$ cat src/hw/rtl/xxc_pkg.sv
// ----------------------------------------------------------------------------
// xxc_pkg
// Types, codes and character mapping functions shared by the xx codec.
// ----------------------------------------------------------------------------
package xxc_pkg;

   localparam logic MODE_ENCODE = 1'b0;
   localparam logic MODE_DECODE = 1'b1;

   // bytes per group when encoding, characters per group when decoding
   localparam int ENC_GROUP = 3;
   localparam int DEC_GROUP = 4;

   typedef struct packed {
      logic [7:0] data_byte;
      logic       last_item;
   } req_type;

   typedef struct packed {
      logic [7:0] out_byte;
      logic       out_last;
   } rsp_type;

   // one flushed group: up to four result words, first word in entry 0
   typedef struct packed {
      logic [3:0][7:0] byte_list;
      logic [2:0]      count;
      logic            last;
   } job_type;

   typedef struct packed {
      logic full;
      logic empty;
   } queue_status_type;

   // 6-bit symbol to its character in "+-0-9A-Za-z"
   function automatic logic [7:0] xx_char(input logic [5:0] sym);
      logic [7:0] s;
      s = {2'b00, sym};
      if (sym == 6'd0) begin
         return 8'h2b;                     // '+'
      end else if (sym == 6'd1) begin
         return 8'h2d;                     // '-'
      end else if (sym < 6'd12) begin
         return s + 8'd46;                 // '0' - 2
      end else if (sym < 6'd38) begin
         return s + 8'd53;                 // 'A' - 12
      end else begin
         return s + 8'd59;                 // 'a' - 38
      end
   endfunction

   // 7-bit character to its 6-bit value, anything outside the alphabet is 0
   function automatic logic [5:0] xx_value(input logic [6:0] ch);
      logic [6:0] v;
      v = 7'd0;
      if (ch == 7'h2b) begin
         v = 7'd0;
      end else if (ch == 7'h2d) begin
         v = 7'd1;
      end else if (ch >= 7'h30 && ch <= 7'h39) begin
         v = ch - 7'd46;
      end else if (ch >= 7'h41 && ch <= 7'h5a) begin
         v = ch - 7'd53;
      end else if (ch >= 7'h61 && ch <= 7'h7a) begin
         v = ch - 7'd59;
      end
      return v[5:0];
   endfunction

endpackage

$ cat src/hw/rtl/xxencode_codec_unit.sv
// ----------------------------------------------------------------------------
// xxencode_codec_unit
// Streaming xxencode / xxdecode of a message body, no line headers.
// ----------------------------------------------------------------------------
// Mode 0 packs every three input bytes into four characters of the xx
// alphabet; mode 1 packs every four characters (bit 7 ignored, unknown
// characters read as 0) into three bytes. last_item flushes a short group:
// encode always gives four characters, a decode group of k characters gives
// k-1 bytes. An input word is taken every cycle while the job queue
// (QUEUE_DEPTH groups) has room; the back end sends one result word per
// cycle while rsp_stall is low, so encode, with four results per three
// input words, is held by the output and decode is one word per cycle. A
// closing word passes the job queue, job register and output register.
// Write mode only while the unit is idle; a write drops any partial group.
module xxencode_codec_unit #(
   parameter int QUEUE_DEPTH = 2
) (
   input  logic             clock,
   input  logic             reset,
   input  logic             csr_valid,
   output logic             csr_ready,
   input  logic             csr_data,
   input  logic             req_valid,
   input  xxc_pkg::req_type req_payload,
   output logic             req_stall,
   output logic             rsp_valid,
   output xxc_pkg::rsp_type rsp_payload,
   input  logic             rsp_stall
);
   import xxc_pkg::*;

   queue_status_type q_status;
   job_type          push_job;
   job_type          head_job;
   logic             job_push;
   logic             job_pop;

   assign csr_ready = 1'b1;

   xxc_front u_front (
      .clock       (clock),
      .reset       (reset),
      .csr_valid   (csr_valid),
      .csr_data    (csr_data),
      .req_valid   (req_valid),
      .req_payload (req_payload),
      .req_stall   (req_stall),
      .q_status    (q_status),
      .job_push    (job_push),
      .job         (push_job)
   );

   xxc_queue #(
      .DEPTH (QUEUE_DEPTH)
   ) u_queue (
      .clock    (clock),
      .reset    (reset),
      .push     (job_push),
      .push_job (push_job),
      .pop      (job_pop),
      .head_job (head_job),
      .status   (q_status)
   );

   xxc_back u_back (
      .clock       (clock),
      .reset       (reset),
      .head_job    (head_job),
      .q_status    (q_status),
      .pop         (job_pop),
      .rsp_valid   (rsp_valid),
      .rsp_payload (rsp_payload),
      .rsp_stall   (rsp_stall)
   );

`ifndef SYNTHESIS
   // queue overflow
   assert property (@(posedge clock) disable iff (reset)
      !(job_push && q_status.full))
      else $error("job pushed into full queue");

   // queue underflow
   assert property (@(posedge clock) disable iff (reset)
      !(job_pop && q_status.empty))
      else $error("job popped from empty queue");

   // a job that is pushed always carries at least one word
   assert property (@(posedge clock) disable iff (reset)
      job_push |-> (push_job.count != 3'd0))
      else $error("empty job queued");

   // nothing comes out right after reset
   assert property (@(posedge clock)
      $past(reset) |-> !rsp_valid)
      else $error("result word valid after reset");
`endif

endmodule

$ cat src/hw/rtl/xxc_front.sv
// ----------------------------------------------------------------------------
// xxc_front
// Takes input words, gathers them into groups and turns each finished group
// into a job of up to four result words for the back end.
// ----------------------------------------------------------------------------
module xxc_front (
   input  logic                      clock,
   input  logic                      reset,
   input  logic                      csr_valid,
   input  logic                      csr_data,
   input  logic                      req_valid,
   input  xxc_pkg::req_type          req_payload,
   output logic                      req_stall,
   input  xxc_pkg::queue_status_type q_status,
   output logic                      job_push,
   output xxc_pkg::job_type          job
);
   import xxc_pkg::*;

   logic        mode_ff, mode_in;
   logic [23:0] bits_ff, bits_in;
   logic [1:0]  count_ff, count_in;

   logic        accept;
   logic        emit;
   logic [2:0]  k;
   logic [5:0]  dec_val;
   logic [23:0] enc_full, dec_full;
   logic [23:0] enc_bits, dec_bits;

   always_comb begin
      req_stall = q_status.full;
      accept    = req_valid && !q_status.full;
      k         = {1'b0, count_ff} + 3'd1;
      dec_val   = xx_value(req_payload.data_byte[6:0]);
      enc_full  = {bits_ff[15:0], req_payload.data_byte};
      dec_full  = {bits_ff[17:0], dec_val};

      // left align a short group, zero fill below
      case (count_ff)
         2'd0: begin
            enc_bits = enc_full << 16;
            dec_bits = dec_full << 18;
         end
         2'd1: begin
            enc_bits = enc_full << 8;
            dec_bits = dec_full << 12;
         end
         2'd2: begin
            enc_bits = enc_full;
            dec_bits = dec_full << 6;
         end
         default: begin
            enc_bits = enc_full;
            dec_bits = dec_full;
         end
      endcase

      if (mode_ff == MODE_ENCODE) begin
         emit              = req_payload.last_item || (k == 3'(ENC_GROUP));
         job.byte_list[0]  = xx_char(enc_bits[23:18]);
         job.byte_list[1]  = xx_char(enc_bits[17:12]);
         job.byte_list[2]  = xx_char(enc_bits[11:6]);
         job.byte_list[3]  = xx_char(enc_bits[5:0]);
         job.count         = 3'd4;
      end else begin
         emit              = req_payload.last_item || (k == 3'(DEC_GROUP));
         job.byte_list[0]  = dec_bits[23:16];
         job.byte_list[1]  = dec_bits[15:8];
         job.byte_list[2]  = dec_bits[7:0];
         job.byte_list[3]  = 8'h00;
         job.count         = k - 3'd1;
      end
      job.last = req_payload.last_item;

      // a lone final decode character gives nothing
      job_push = accept && emit && (job.count != 3'd0);

      mode_in  = mode_ff;
      bits_in  = bits_ff;
      count_in = count_ff;
      if (csr_valid) begin
         mode_in  = csr_data;
         bits_in  = 24'd0;
         count_in = 2'd0;
      end else if (accept) begin
         if (emit) begin
            bits_in  = 24'd0;
            count_in = 2'd0;
         end else begin
            bits_in  = (mode_ff == MODE_ENCODE) ? enc_full : dec_full;
            count_in = k[1:0];
         end
      end
   end

   always_ff @(posedge clock) begin
      if (reset) begin
         mode_ff  <= MODE_ENCODE;
         bits_ff  <= 24'd0;
         count_ff <= 2'd0;
      end else begin
         mode_ff  <= mode_in;
         bits_ff  <= bits_in;
         count_ff <= count_in;
      end
   end

endmodule

$ cat src/hw/rtl/xxc_queue.sv
// ----------------------------------------------------------------------------
// xxc_queue
// Short job queue between the front end and the back end.
// ----------------------------------------------------------------------------
module xxc_queue #(
   parameter int DEPTH = 2
) (
   input  logic                      clock,
   input  logic                      reset,
   input  logic                      push,
   input  xxc_pkg::job_type          push_job,
   input  logic                      pop,
   output xxc_pkg::job_type          head_job,
   output xxc_pkg::queue_status_type status
);
   import xxc_pkg::*;

   localparam int PTR_W = $clog2(DEPTH);
   localparam int CNT_W = $clog2(DEPTH + 1);
   localparam logic [PTR_W-1:0] LAST_PTR = PTR_W'(DEPTH - 1);

   job_type          entry_ff [DEPTH];
   logic [PTR_W-1:0] wr_ptr_ff, wr_ptr_in;
   logic [PTR_W-1:0] rd_ptr_ff, rd_ptr_in;
   logic [CNT_W-1:0] count_ff, count_in;

   always_comb begin
      status.full  = (count_ff == CNT_W'(DEPTH));
      status.empty = (count_ff == '0);
      head_job     = entry_ff[rd_ptr_ff];

      wr_ptr_in = wr_ptr_ff;
      rd_ptr_in = rd_ptr_ff;
      count_in  = count_ff;
      if (push) begin
         wr_ptr_in = (wr_ptr_ff == LAST_PTR) ? '0 : wr_ptr_ff + 1'b1;
      end
      if (pop) begin
         rd_ptr_in = (rd_ptr_ff == LAST_PTR) ? '0 : rd_ptr_ff + 1'b1;
      end
      if (push && !pop) begin
         count_in = count_ff + 1'b1;
      end else if (pop && !push) begin
         count_in = count_ff - 1'b1;
      end
   end

   always_ff @(posedge clock) begin
      if (push) begin
         entry_ff[wr_ptr_ff] <= push_job;
      end
   end

   always_ff @(posedge clock) begin
      if (reset) begin
         wr_ptr_ff <= '0;
         rd_ptr_ff <= '0;
         count_ff  <= '0;
      end else begin
         wr_ptr_ff <= wr_ptr_in;
         rd_ptr_ff <= rd_ptr_in;
         count_ff  <= count_in;
      end
   end

endmodule

$ cat src/hw/rtl/xxc_back.sv
// ----------------------------------------------------------------------------
// xxc_back
// Takes jobs from the queue and sends their result words one per cycle
// while rsp_stall is low, through the output register.
// ----------------------------------------------------------------------------
module xxc_back (
   input  logic                      clock,
   input  logic                      reset,
   input  xxc_pkg::job_type          head_job,
   input  xxc_pkg::queue_status_type q_status,
   output logic                      pop,
   output logic                      rsp_valid,
   output xxc_pkg::rsp_type          rsp_payload,
   input  logic                      rsp_stall
);
   import xxc_pkg::*;

   logic       active_ff, active_in;
   job_type    job_ff, job_in;
   logic [1:0] idx_ff, idx_in;
   logic       rsp_valid_ff, rsp_valid_in;
   rsp_type    rsp_ff, rsp_in;

   logic       out_free;
   logic       at_end;
   logic       finishing;

   always_comb begin
      out_free  = !rsp_valid_ff || !rsp_stall;
      at_end    = ({1'b0, idx_ff} == (job_ff.count - 3'd1));
      finishing = active_ff && out_free && at_end;
      pop       = !q_status.empty && (!active_ff || finishing);

      rsp_valid_in = rsp_valid_ff;
      rsp_in       = rsp_ff;
      if (out_free) begin
         rsp_valid_in = active_ff;
         rsp_in.out_byte = job_ff.byte_list[idx_ff];
         rsp_in.out_last = job_ff.last && at_end;
      end

      active_in = active_ff;
      job_in    = job_ff;
      idx_in    = idx_ff;
      if (pop) begin
         active_in = 1'b1;
         job_in    = head_job;
         idx_in    = 2'd0;
      end else if (active_ff && out_free) begin
         active_in = !at_end;
         idx_in    = idx_ff + 2'd1;
      end

      rsp_valid   = rsp_valid_ff;
      rsp_payload = rsp_ff;
   end

   always_ff @(posedge clock) begin
      job_ff <= job_in;
      rsp_ff <= rsp_in;
   end

   always_ff @(posedge clock) begin
      if (reset) begin
         active_ff    <= 1'b0;
         idx_ff       <= 2'd0;
         rsp_valid_ff <= 1'b0;
      end else begin
         active_ff    <= active_in;
         idx_ff       <= idx_in;
         rsp_valid_ff <= rsp_valid_in;
      end
   end

endmodule
$ cat config.mk
export PLATFORM = sky130hd
export DESIGN_NAME = xxencode_codec_unit
export DESIGN_NICKNAME = d
export VERILOG_FILES = /design/src/hw/rtl/xxc_pkg.sv /design/src/hw/rtl/xxencode_codec_unit.sv /design/src/hw/rtl/xxc_front.sv /design/src/hw/rtl/xxc_queue.sv /design/src/hw/rtl/xxc_back.sv
export SDC_FILE = /design/constraint.sdc
export NUM_CORES = 1
export LEC_CHECK = 0
export BUFFER_PORTS_ARGS = -buffer_cell sky130_fd_sc_hd__buf_2
export CORE_MARGIN = 4
export CORE_UTILIZATION = 30
export CTS_CLUSTER_SIZE = 16
export DETAILED_ROUTE_END_ITERATION = 8
export PLACE_DENSITY = 0.52
export REMOVE_ABC_BUFFERS = 1
export SYNTH_ARGS = -nofsm -noshare
export SYNTH_HDL_FRONTEND = slang
export SYNTH_HIERARCHICAL = 1
export SYNTH_SLANG_ARGS = --single-unit
export TNS_END_PERCENT = 1
$ cat constraint.sdc
create_clock -name clock -period 6.1 [get_ports clock]
set_input_delay 0.305 -clock clock [delete_from_list [all_inputs] [get_ports clock]]
set_output_delay 0.305 -clock clock [all_outputs]
set_load 0.005 [all_outputs]
==> flow_summary_export.csv, run 1 <==
group,metric,value,unit
worst_setup_path,crit_path_end_kind,"flip-flop",
yosys,syn-cell-area,0.00842,sq mm
place,gp_congestion,0.874,
clock_tree,clkTransAtPathRegs,60,ps
yosys,most_used_flip_flop_cell_after_synthesis,"sky130_fd_sc_hd__edfxtp_1",
finish,antennaDiodeCount,0,
timing,timing.final.hold_violations,0,
drt,metal_1_wl,10.6,mm
drt,top_layer,"met4",
drt,via_count,5689,
drt,routed-wl-met3,786,microns
die,design.core.area,0.0277,sq mm
die,dieWidth,176,microns
drt,dr_iter_0_viols,477,
power,p_per_area,351,mW/mm^2
power,vdd_ir_drop_max,0.211,mV
finish,area.growth.synth_to_final,11.4,%
timing,timing_worst_slew_pin_value,1160,ps
status,outcome,"finished, final reports clean",
yosys,synth.largest_area_cell,"sky130_fd_sc_hd__edfxtp_1",
grt,grt_start_max_net_pins,41,
yosys,yosys.cell_types.count,81,
die,floorplan.io_pins,27,
timing,postLayoutSetupSlackWorst,1860,ps
finish,final_net_count,800,
timing,timing.final.setup_violations,0,
clock_tree,ctsRootBufferMaster,"sky130_fd_sc_hd__clkbuf_16",
place,placed_cells,1108,
worst_setup_path,cp_data_required_time,6230,ps
die,rows,61,
yosys,post_synth_inst_count,749,
grt,global_route.usage.total,13.6,%
timing,fin_worst_hold_slack,149,ps
clock_tree,clock_sink_total,147,
yosys,postSynthAreaPerCell,11.2,sq um
yosys,ys_seq_area_share,48.9,%
clock_tree,post_cts.repair.setup_buffers,0,
clock_tree,clock_latency,420,ps
clock_tree,hold_buffers,0,
grt,grt.overflow.total,0,
yosys,post-synth-top-area-fraction,41.7,%
die,floorplan.die.height,176,microns
timing,timing.fmax,236,MHz
drt,drt-wirelength-per-cell,18.2,microns
drt,drtAntennaViolNets,0,
grt,antenna_found_initial,0,
yosys,synth_top_cells_by_area,"sky130_fd_sc_hd__edfxtp_1, sky130_fd_sc_hd__dfxtp_1, sky130_fd_sc_hd__mux2_2",
clock_tree,tritoncts_clock_tree,"done",
worst_setup_path,critical_path.max_fanout,18,
yosys,postSynth.asyncResetShare,0,%
timing,period_share,69.5,%
die,floorplan.die_area,0.0308,sq mm
clock_tree,cts_buffers,17,
die,initial_cell_density_of_the_core,30.4,%
job,cap_violations,0,
worst_setup_path,cp_data_arrival_time,4360,ps
yosys,yosys_warnings,6,
timing,unrepaired_setup_endpoints_after_global_routing,"false",
place,place_hpwl,14.2,mm
worst_setup_path,r2r_setup_slack,1860,ps
timing,fin_skew,13.6,ps
worst_setup_path,startpoint_type,"flip-flop",
timing,final_max_slew_viol_count,0,
timing,slew_headroom,22.8,%
drt,vias_per_cell,4.99,
power,cellLeakagePower,3.36,nW
drt,finalWirelength,20.8,mm
place,place.port_buffers,25,
worst_setup_path,setup.worst_path.class,"reg -> reg",
finish,layoutNonFillerInstCount,1140,
clock_tree,clk_path_buf_depth,2,
yosys,synth-edff-count,117,
place,dp_worst_setup_slack,1960,ps
timing,finalCriticalPeriod,4240,ps
yosys,yosys_register_bits,147,
grt,via_count_of_the_first_global_routing_pass,5375,
clock_tree,post_cts.resized_instances,0,
drt,number_of_iterations_in_the_first_detailed_routing_pass,5,
finish,post_route_cells_drive_above_1_share,16.0,%
drt,dr_wl_met2,9.22,mm
hold_path,worst_hold_path_type,"in -> reg",
timing,summed_negative_setup_slack_over_all_endpoints,0,ps
grt,grt_first_pass_wirelength,32.6,mm
clock_tree,ctsHtreeMaxLevel,4,
drt,detail_route.drc_violations,0,
==> cells in the final DEF (no fill, tap or decap), types with 18 or more instances in the layout <==
master / netlist / layout
sky130_fd_sc_hd__edfxtp_1: 117 / 117
sky130_fd_sc_hd__nand2_1: 48 / 48
sky130_fd_sc_hd__nor2_1: 47 / 47
sky130_fd_sc_hd__mux2_2: 44 / 44
sky130_fd_sc_hd__inv_1: 39 / 39
sky130_fd_sc_hd__a21oi_1: 38 / 38
sky130_fd_sc_hd__o21ai_0: 36 / 36
sky130_fd_sc_hd__ha_1: 32 / 32
sky130_fd_sc_hd__dfxtp_1: 30 / 29
sky130_fd_sc_hd__buf_2: 9 / 25
sky130_fd_sc_hd__xnor2_1: 18 / 18
==> per-stage QoR <==
stage | power, mW | instance area (sq um) | util, %
floorplan | 2.05 | 8160 | -
global placement | 2.33 | 8830 | 31.9
detailed placement | 2.34 | 8830 | 31.9
CTS | 3.33 | 9380 | 33.9
global route | 3.48 | 9380 | 33.9
finish | 3.29 | 9380 | 33.9
==> registers in the layout (all words and copies together) (netlist names), 2 cells and up, named ones only <==
| signal | cells |
|---|---|
| u_queue/entry_ff | 72 |
| u_front/bits_ff | 18 |
| u_front/count_ff | 2 |
| u_back/job_ff | 36 |
| u_queue/count_ff | 2 |
| u_back/idx_ff | 2 |
| u_back/rsp_payload | 9 |
==> cell type report <==
class / instances / area (sq um)
fillers: 2723 / 18300
flip-flops and latches: 147 / 4120
multi-input cells: 510 / 3910
well taps: 378 / 473
clock buffers: 22 / 454
repair buffers: 32 / 178
inverters: 41 / 154
clock inverters: 10 / 100
==> layer usage <==
| metal | GRT usage, % | up-vias |
|---|---|---|
| met3 | 2.45 | 11 |
| met2 | 20.3 | 123 |
| met4 | 3.02 | 0 |
| met1 | 20.7 | 2776 |
| met5 | 0 | - |
| li1 | - | 2779 |
==> synthesized netlist by cell type, types with 8 or more instances <==
| cell type | instances |
|---|---|
| sky130_fd_sc_hd__nor3_1 | 12 |
| sky130_fd_sc_hd__nand3_1 | 8 |
| sky130_fd_sc_hd__clkbuf_1 | 28 |
| sky130_fd_sc_hd__a22oi_1 | 13 |
| sky130_fd_sc_hd__mux4_1 | 8 |
| sky130_fd_sc_hd__mux2_2 | 44 |
| sky130_fd_sc_hd__o21ai_0 | 36 |
| sky130_fd_sc_hd__nand2_1 | 48 |
| sky130_fd_sc_hd__edfxtp_1 | 117 |
| sky130_fd_sc_hd__and3_1 | 8 |
| sky130_fd_sc_hd__a22o_1 | 8 |
| sky130_fd_sc_hd__dfxtp_1 | 30 |
| sky130_fd_sc_hd__a211oi_1 | 9 |
| sky130_fd_sc_hd__ha_1 | 32 |
| sky130_fd_sc_hd__buf_2 | 9 |
| sky130_fd_sc_hd__nor2b_1 | 17 |
| sky130_fd_sc_hd__mux2i_1 | 14 |
| sky130_fd_sc_hd__xor2_1 | 15 |
| sky130_fd_sc_hd__nand2b_1 | 12 |
| sky130_fd_sc_hd__a21oi_1 | 38 |
| sky130_fd_sc_hd__nor2_1 | 47 |
| sky130_fd_sc_hd__a221oi_1 | 8 |
| sky130_fd_sc_hd__xnor2_1 | 18 |
| sky130_fd_sc_hd__inv_1 | 39 |
==> power breakdown <==
part | switching [mW] | leakage [nW] | internal, mW | total, mW
Sequential | 0.107 | 1.34 | 1.39 | 1.50
Combinational | 0.464 | 1.75 | 0.338 | 0.802
Clock | 0.412 | 0.274 | 0.578 | 0.990
==> worst paths after layout <==
| path | cells past startpoint | startpoint | end |
|---|---|---|---|
| worst min-delay path | 3 | csr_data | u_front/mode_ff |
| worst min register to register | 2 | u_queue/count_ff[1] | u_queue/count_ff[1] |
| worst max register to register | 14 | u_front/count_ff[1] | u_queue/entry_ff[1][9] |
| worst max-delay path | 14 | u_front/count_ff[1] | u_queue/entry_ff[1][9] |
==> critical path, stage by stage (launching register included) <==
cell	delay, ps
sky130_fd_sc_hd__dfxtp_1	680
sky130_fd_sc_hd__inv_1	170
sky130_fd_sc_hd__ha_1	420
sky130_fd_sc_hd__and2b_1	320
sky130_fd_sc_hd__o21ai_0	220
sky130_fd_sc_hd__o21a_1	310
sky130_fd_sc_hd__nand2_1	90
sky130_fd_sc_hd__a31oi_1	370
sky130_fd_sc_hd__inv_1	100
sky130_fd_sc_hd__ha_1	350
sky130_fd_sc_hd__a21oi_1	160
sky130_fd_sc_hd__o21ai_0	140
sky130_fd_sc_hd__a211oi_1	300
sky130_fd_sc_hd__xor2_1	170
sky130_fd_sc_hd__o221ai_1	140
==> logic make-up after synthesis <==
group	synth area share, %
AND/OR/NAND/NOR	11.4
multiplexers	10.0
other	0.0892
AO/OA/AOI/OAI	15.5
adder cells (fa/ha/maj)	5.71
flip-flops	48.9
buffers and inverters	4.96
XOR/XNOR	3.43
(Power assumes the default switching activity.)
==> run 2, diff against run 1 <==
--- a/config.mk
+++ b/config.mk
@@ -10,7 +10,7 @@
 export CORE_UTILIZATION = 30
 export CTS_CLUSTER_SIZE = 16
 export DETAILED_ROUTE_END_ITERATION = 8
-export PLACE_DENSITY = 0.52
+export PLACE_DENSITY = 0.54
 export REMOVE_ABC_BUFFERS = 1
 export SYNTH_ARGS = -nofsm -noshare
 export SYNTH_HDL_FRONTEND = slang
==> constraint.sdc (replaced) <==
create_clock -name clock -period 3.6 [get_ports clock]
set_input_delay 0.18 -clock clock [delete_from_list [all_inputs] [get_ports clock]]
set_output_delay 0.18 -clock clock [all_outputs]
set_load 0.005 [all_outputs]
==> run 2 against run 1 <==
- wire length decreased by 0.41%
- hold slack lost 94 ps
- register-to-register slack got worse by 1600 ps
- final cell count rose by 2.2%
- fmax up 27%
- combinational power increased by 77%
- sequential power grew 67%
- sequential share of layout area is 1.0 points lower
- clock skew increased by 7.9 ps
- largest power group unchanged
==> flow_summary_export.csv, run 2 (synthesized netlist as in run 1, its figures left out) <==
group,metric,value,unit
clock_tree,cts_buffers,17,
finish,multiInputGateArea,0.00391,sq mm
finish,final_area,0.00960,sq mm
timing,slew_headroom,43.7,%
timing,timing.final.setup_violations,0,
grt,grt.overflow.total,0,
power,p_per_area,591,mW/mm^2
drt,vias_per_cell,5.03,
finish,final_net_count,825,
clock_tree,tritoncts_clock_tree,"done",
status,outcome,"finished, final reports clean",
timing,timing_worst_slew_pin_value,823,ps
drt,number_of_iterations_in_the_first_detailed_routing_pass,5,
worst_setup_path,setup.worst_path.class,"reg -> reg",
timing,fin_skew,21.5,ps
finish,regMostFlops,"u_queue/entry_ff",
place,place_hpwl,14.4,mm
finish,area.growth.synth_to_final,14.1,%
clock_tree,clk_path_buf_depth,2,
finish,post_route_cells_drive_above_1_share,18.8,%
power,vdd_ir_drop_max,0.240,mV
hold_path,worst_hold_path_type,"in -> reg",
timing,final_max_slew_viol_count,0,
grt,global_route.usage.total,13.6,%
grt,via_count_of_the_first_global_routing_pass,5762,
die,floorplan.io_pins,27,
drt,drt-wirelength-per-cell,17.8,microns
place,gp_congestion,0.892,
place,dpl-instance-area,0.00900,sq mm
die,dieWidth,176,microns
finish,antennaDiodeCount,0,
job,cap_violations,0,
timing,timing.fmax,300,MHz
drt,detail_route.drc_violations,0,
finish,reg_top3,"u_queue/entry_ff (72), u_back/job_ff (36), u_front/bits_ff (18)",
power,power,5.68,mW
finish,nFillCells,2756,
die,floorplan.die_area,0.0308,sq mm
clock_tree,ctsRootBufferMaster,"sky130_fd_sc_hd__clkbuf_16",
worst_setup_path,crit_path_end_kind,"flip-flop",
clock_tree,clkTransAtPathRegs,60,ps
die,initial_cell_density_of_the_core,30.4,%
timing,fin_worst_hold_slack,55.0,ps
die,rows,61,
timing,timing.final.hold_violations,0,
finish,largest_register_ffs,72,
die,floorplan.die.height,176,microns
worst_setup_path,cp_data_arrival_time,3500,ps
timing,period_share,92.6,%
finish,layoutNonFillerInstCount,1165,
finish,seq_area,0.00412,sq mm
place,place.port_buffers,25,
drt,dr_iter_0_viols,490,
finish,layout.cells.most_common,"sky130_fd_sc_hd__edfxtp_1",
clock_tree,clock_latency,430,ps
grt,grt_start_max_net_pins,39,
grt,grt_first_pass_wirelength,32.9,mm
worst_setup_path,cp_data_required_time,3770,ps
finish,mostFrequentLayoutCells,"sky130_fd_sc_hd__edfxtp_1, sky130_fd_sc_hd__nand2_1, sky130_fd_sc_hd__nor2_1, sky130_fd_sc_hd__mux2_2, sky130_fd_sc_hd__inv_1",
power,cellLeakagePower,3.49,nW
grt,antenna_found_initial,0,
clock_tree,clock_sink_total,147,
place,placed_cells,1131,
die,design.core.area,0.0277,sq mm
timing,finalCriticalPeriod,3330,ps
drt,finalWirelength,20.7,mm
timing,unrepaired_setup_endpoints_after_global_routing,"false",
worst_setup_path,startpoint_type,"flip-flop",
clock_tree,ctsHtreeMaxLevel,4,
worst_setup_path,critical_path.max_fanout,18,
drt,drtAntennaViolNets,0,
clock_tree,post_cts.repair.setup_buffers,0,
drt,via_count,5857,
## run 2: cell count changes in the layout (fill, tap and decap cells not counted), sizes merged
| cell | delta |
|---|---|
| buf | +23 |
| clkbuf | -5 |
| bufinv | +1 |
| clkinv | +1 |
| inv | +2 |
| dlygate4sd3 | +2 |
| clkinvlp | +1 |
## run 2: what timing repair did
action / CTS / global route
endpoints found under the hold margin: 3 / 0
gates resized for setup: 0 / 4
endpoints found under the setup margin: 0 / 10
hold buffers: 2 / 0
## run 2: metal layers
layer / global-route usage, % / part of all wire [%]
met5: 0 / 0
met4: 3.90 / 1.7
met3: 3.53 / 5.2
met2: 20.1 / 44
met1: 19.9 / 49
## run 2: layout make-up
class | count | share of cell area (%)
sequential | 147 | 42.9
multi-input combinational | 510 | 40.7
tap | 378 | 4.92
clock buffer | 17 | 4.43
timing repair buffer | 57 | 3.86
inverter | 41 | 1.60
clock inverter | 15 | 1.59
## run 2: worst paths after layout
| check | start | to | slack (ps) | cells after the start |
|---|---|---|---|---|
| setup reg to reg | u_front/count_ff[1] | u_queue/entry_ff[0][14] | 270 | 13 |
| hold reg to reg | u_queue/count_ff[1] | u_queue/count_ff[1] | 510 | 2 |
| setup / recovery | u_front/count_ff[1] | u_queue/entry_ff[0][14] | 270 | 13 |
| hold / removal | csr_valid | u_front/mode_ff | 50 | 3 |
## run 2: through the flow
step	utilization, %	setup TNS (ps)	setup slack (ps)
after global placement	32.5	0	215
final	34.7	0	267
after global routing	34.7	0	31.3
after CTS	34.6	0	193
after floorplan	-	-42150	-886
after detailed placement	32.5	0	220
## run 2: power breakdown
part	total, mW	internal (mW)	switching (mW)	leakage, nW
combinational	1.42	0.608	0.810	1.87
clock	1.75	1.03	0.725	0.284
sequential	2.51	2.36	0.149	1.34
total	5.68	4.00	1.68	3.49
## run 2: worst max-delay path, cell delays in order, from the launching register on
cell	delay, ps
sky130_fd_sc_hd__dfxtp_1	330
sky130_fd_sc_hd__inv_1	70
sky130_fd_sc_hd__ha_1	230
sky130_fd_sc_hd__buf_4	200
sky130_fd_sc_hd__buf_4	200
sky130_fd_sc_hd__nand2b_1	170
sky130_fd_sc_hd__o21a_1	230
sky130_fd_sc_hd__a31oi_1	280
sky130_fd_sc_hd__inv_1	130
sky130_fd_sc_hd__fa_1	440
sky130_fd_sc_hd__xor2_1	150
sky130_fd_sc_hd__a31oi_1	60
sky130_fd_sc_hd__or3b_1	360
sky130_fd_sc_hd__a22o_1	220
